--- config.mk ---
export PLATFORM = sky130hd
export DESIGN_NAME = fpc_mul
export DESIGN_NICKNAME = d
export VERILOG_FILES = /design/src/design/fpc_pkg.sv /design/src/design/fpc_mul.sv
export SDC_FILE = /design/constraint.sdc
export NUM_CORES = 2
export LEC_CHECK = 0
export BUFFER_PORTS_ARGS = -buffer_cell sky130_fd_sc_hd__buf_4
export CORE_MARGIN = 8
export CORE_UTILIZATION = 55
export CTS_BUF_LIST = sky130_fd_sc_hd__clkbuf_4
export CTS_CLUSTER_DIAMETER = 120
export DETAILED_ROUTE_END_ITERATION = 10
export HOLD_SLACK_MARGIN = 0.08
export PLACE_DENSITY_LB_ADDON = 0.1
export SLEW_MARGIN = 10
export SYNTH_ARGS = -nofsm -noshare
export SYNTH_HDL_FRONTEND = slang
export SYNTH_SLANG_ARGS = --single-unit
export TNS_END_PERCENT = 10
--- constraint.sdc ---
create_clock -name clk -period 7.73 [get_ports clk]
set_input_delay 0 -clock clk [delete_from_list [all_inputs] [get_ports clk]]
set_output_delay 0 -clock clk [all_outputs]
set_load 0.005 [all_outputs]
--- src/design/fpc_pkg.sv ---
// ----------------------------------------------------------------------------
// fpc_pkg: shared types and constants
// Constants and types for the first-person camera pose keeper.
// ----------------------------------------------------------------------------
`default_nettype none

package fpc_pkg;

  // shared multiplier operand and product widths
  localparam int MUL_W  = 33;
  localparam int PROD_W = 2 * MUL_W;

  // sine polynomial coefficients, Q30
  localparam logic [30:0] POLY_A   = 31'd1686629713;
  localparam logic [30:0] POLY_B   = 31'd688904866;
  localparam logic [30:0] POLY_C   = 31'd76016977;
  localparam logic [32:0] ONE_Q30  = 33'd1073741824;
  localparam logic [32:0] SIN_FULL = 33'd32767;

  // register reset values and the y floor
  localparam logic [30:0] BOUND_RST = 31'd4194304;
  localparam logic [30:0] EYE_RST   = 31'd65536;
  localparam logic signed [31:0] POS_Y_RST = 32'sd65536;
  localparam logic signed [32:0] Y_MIN     = 33'sd65536;

  localparam logic OP_MOVE = 1'b0;
  localparam logic OP_TURN = 1'b1;

  typedef enum logic [1:0] {
    REG_BOUND_X = 2'd0,
    REG_BOUND_Y = 2'd1,
    REG_BOUND_Z = 2'd2,
    REG_EYE     = 2'd3
  } reg_idx_t;

  typedef enum logic [5:0] {
    ST_IDLE = 6'b000001,
    ST_PREP = 6'b000010,
    ST_TRIG = 6'b000100,
    ST_MOVE = 6'b001000,
    ST_EYE  = 6'b010000,
    ST_OUT  = 6'b100000
  } state_t;

endpackage

`default_nettype wire

--- src/design/fpc_mul.sv ---
// ----------------------------------------------------------------------------
// fpc_mul: shared registered multiplier
// Signed 33x33 multiply with the product registered for the next cycle.
// ----------------------------------------------------------------------------
`default_nettype none

module fpc_mul (
  input  wire logic                               clk,
  input  wire logic signed [fpc_pkg::MUL_W-1:0]   a_i,
  input  wire logic signed [fpc_pkg::MUL_W-1:0]   b_i,
  output logic signed [fpc_pkg::PROD_W-1:0]       p_o
);

  logic signed [fpc_pkg::PROD_W-1:0] p_r;

  always_ff @(posedge clk) begin
    p_r <= a_i * b_i;
  end

  assign p_o = p_r;

endmodule

`default_nettype wire

==> metrics.md <==
| Metric | Value |
|---|---|
| # rows | `99` |
| HPWL Detailed | `91000 um` |
| Layout area overhead | `4.69%` |
| Slew @ Worst Pin | `0.887 ns` |
| Die span in y | `288 um` |
| WHS Path Cells | `3` |
| Final Routed Wirelength | `109000 um` |
| Most frequent cell after synthesis | `fa_1` |
| Max capacitance violation total | `0` |
| Final hold violation count | `0` |
| Post-synth top cells | `fa_1 (1145), inv_1 (1131), and2_1 (562)` |
| Die footprint | `0.0830 mm2` |
| Minimum clock period | `7.51 ns` |
| Ys flop type | `dfxtp_1` |
| Maximum clock frequency | `133 MHz` |
| Rel. slew slack | `40.5%` |
| CP Capture Type | `register` |
| Post-synth cell types | `80` |
| Register Area | `0.00132 mm2` |
| CTS tree | `yes` |
| Post-synth top area share | `56.3%` |
| Antenna violations before repair | `5` |
| Max FFs per register | `66` |
| Vias/cell | `5.37` |
| CP arrival | `7.84 ns` |
| Max Used Layer | `met5` |
| Fill cell total of the finished layout | `6633` |
| Final setup violation count | `0` |
| Max clock buf depth | `2` |
| CTS clk-pin slew, worst paths | `0.19 ns` |
| CP startpoint kind | `input pin` |
| M1 wire length | `39200 um` |
| Mapped cell area | `0.0407 mm2` |
| Leading area contributor after synthesis | `fa_1` |
| Most used cell, CP | `fa_1` |
| Layout cells sized above 1 | `5.47%` |
| Async SR Flop Fraction | `0%` |
| Hold path start | `a_i[0]` |
| Largest net degree at the start of global routing | `34` |
| Avg Synthesized Cell Area | `9.39 um2` |
| Hold/Removal Path Class | `in -> reg` |
| Number of remaining DRC errors | `0` |
| RSZ-0062 raised after global routing | `false` |
| Wire length per cell | `20.6 um` |
| All-Layer GR Usage | `27.3%` |
| Initial Util | `55.6%` |
| Pre-Repair DR Iteration Count | `6` |
| Synthesis-stage register bit count | `66` |
| Crit share post-route | `97.2%` |
| Status | `finished, final reports clean` |
| Horiz. Die Dim | `288 um` |
| GRT Residual Overflow | `0` |
| Number of flops mapped to enable cells by yosys | `0` |
| H-tree depth | `3` |
| Post-Synthesis Net Count | `5767` |
| Vias in the first global route | `31300` |
| Multi-input logic area | `0.0343 mm2` |
| Synth area leaders | `fa_1 (56%), inv_1 (10%), and2_1 (8.6%), ha_1 (6.7%), nand2_1 (5.1%)` |
| Post-route ant nets | `0` |
| Post-Syn Instances | `4338` |
| Met3 WL | `4520 um` |
| Via count | `28300` |
| Met2 routed WL | `58100 um` |
| Total CTS buffers | `9` |
| Worst Setup SP | `b_i[0]` |
| Core Area | `0.0732 mm2` |
| Critical Path Max Stage Delay | `0.58 ns` |
| I/O Pins | `133` |
| Final Max Slew Viols | `0` |
| YS warnings | `0` |
| DRT iter0 DRCs | `1630` |
| CTS Root Cell | `clkbuf_4` |
| Critical path class | `in -> reg` |
| Final setup TNS | `0 ns` |
| Buffers added on ports | `132` |
| Crit-path slowest cell | `fa_1` |
| CTS Sinks | `66` |
| Sequential share of the synthesized area | `3.24%` |
| Required @ worst endpoint | `8.06 ns` |
| Setup bufs post-CTS | `0` |
| Critical Path Fanout Max | `33` |
| Routability Congestion | `0.884` |
| Layout Nets | `5741` |
| First-pass GRT wire length | `174000 um` |
[cell families after synthesis]
group                      after synthesis  share of synthesized area (%)
AOI/OAI and AO/OA                      219                           4.07
xor gates and xnor gates                68                           1.46
adders and majority gates             1362                           62.9
buffers and inverters                 1352                           12.5
DFF                                     66                           3.24
and+or+nand+nor                       1271                           15.8
[area by class of cell]
type                    instances  share of cell area, %
flip-flops and latches         66                   3.10
multi-input cells            2920                   80.5
clock inverters                 5                  0.129
diodes                          3                 0.0176
well taps                     959                   2.81
inverters                    1131                   9.96
repair buffers                184                   3.30
clock buffers                  11                  0.194
[timing repair]
action                                  4_1_cts  5_1_grt
hold endpoints to repair                      1        0
gates resized for setup                       0        2
hold buffers                                  1        0
endpoints found under the setup margin        0        2
[worst max-delay path, delay by kind of cell]
kind,cells,cell delay [ns]
adder cells (fa/ha/maj),9,4.55
AO/OA/AOI/OAI,7,1.64
buffers and inverters,8,1.13
AND/OR/NAND/NOR,2,0.46
[through the flow]
step                area (um2)  worst slack (ns)  instances  util [%]  hold slack, ns
finish                   42600             0.216       5279      58.3           0.147
global route             42600           0.00173       5279      58.3           0.121
CTS                      42600             0.253       5276      58.2           0.103
detailed placement       42500             0.262       5259      58.0           0.383
global placement         42500             0.270       5259      58.0           0.382
floorplan                40700             0.494       4338         -           0.127
[worst paths after layout]
kind	slack [ns]	to
hold / removal	0.15	p_o[0]
setup / recovery	0.22	p_o[58]
[layer usage]
layer | global-route usage [%] | vias to the layer above
li1 | - | 12300
met1 | 31.8 | 15000
met2 | 49.9 | 803
met3 | 2.45 | 257
met4 | 14.1 | 2
met5 | 0 | -
[layout by cell type (no fill, tap or decap), drive strengths merged, types with 6 or more instances in the layout]
| cell type | n |
|---|---|
| a211o | 6 |
| a211oi | 11 |
| a21o | 38 |
| a21oi | 61 |
| a31oi | 9 |
| and2 | 563 |
| and3 | 6 |
| buf | 183 |
| clkbuf | 11 |
| dfxtp | 66 |
| fa | 1145 |
| ha | 217 |
| inv | 1131 |
| nand2 | 551 |
| nand2b | 12 |
| nand3 | 26 |
| nand4 | 12 |
| nor2 | 68 |
| nor3 | 7 |
| o21a | 6 |
| o21ai | 33 |
| o21bai | 11 |
| o31ai | 7 |
| xnor2 | 43 |
| xor2 | 25 |
Power is left out: the tool's default activity adds up to more than one toggle a clock period on the data nets, which glitch-free logic cannot reach.
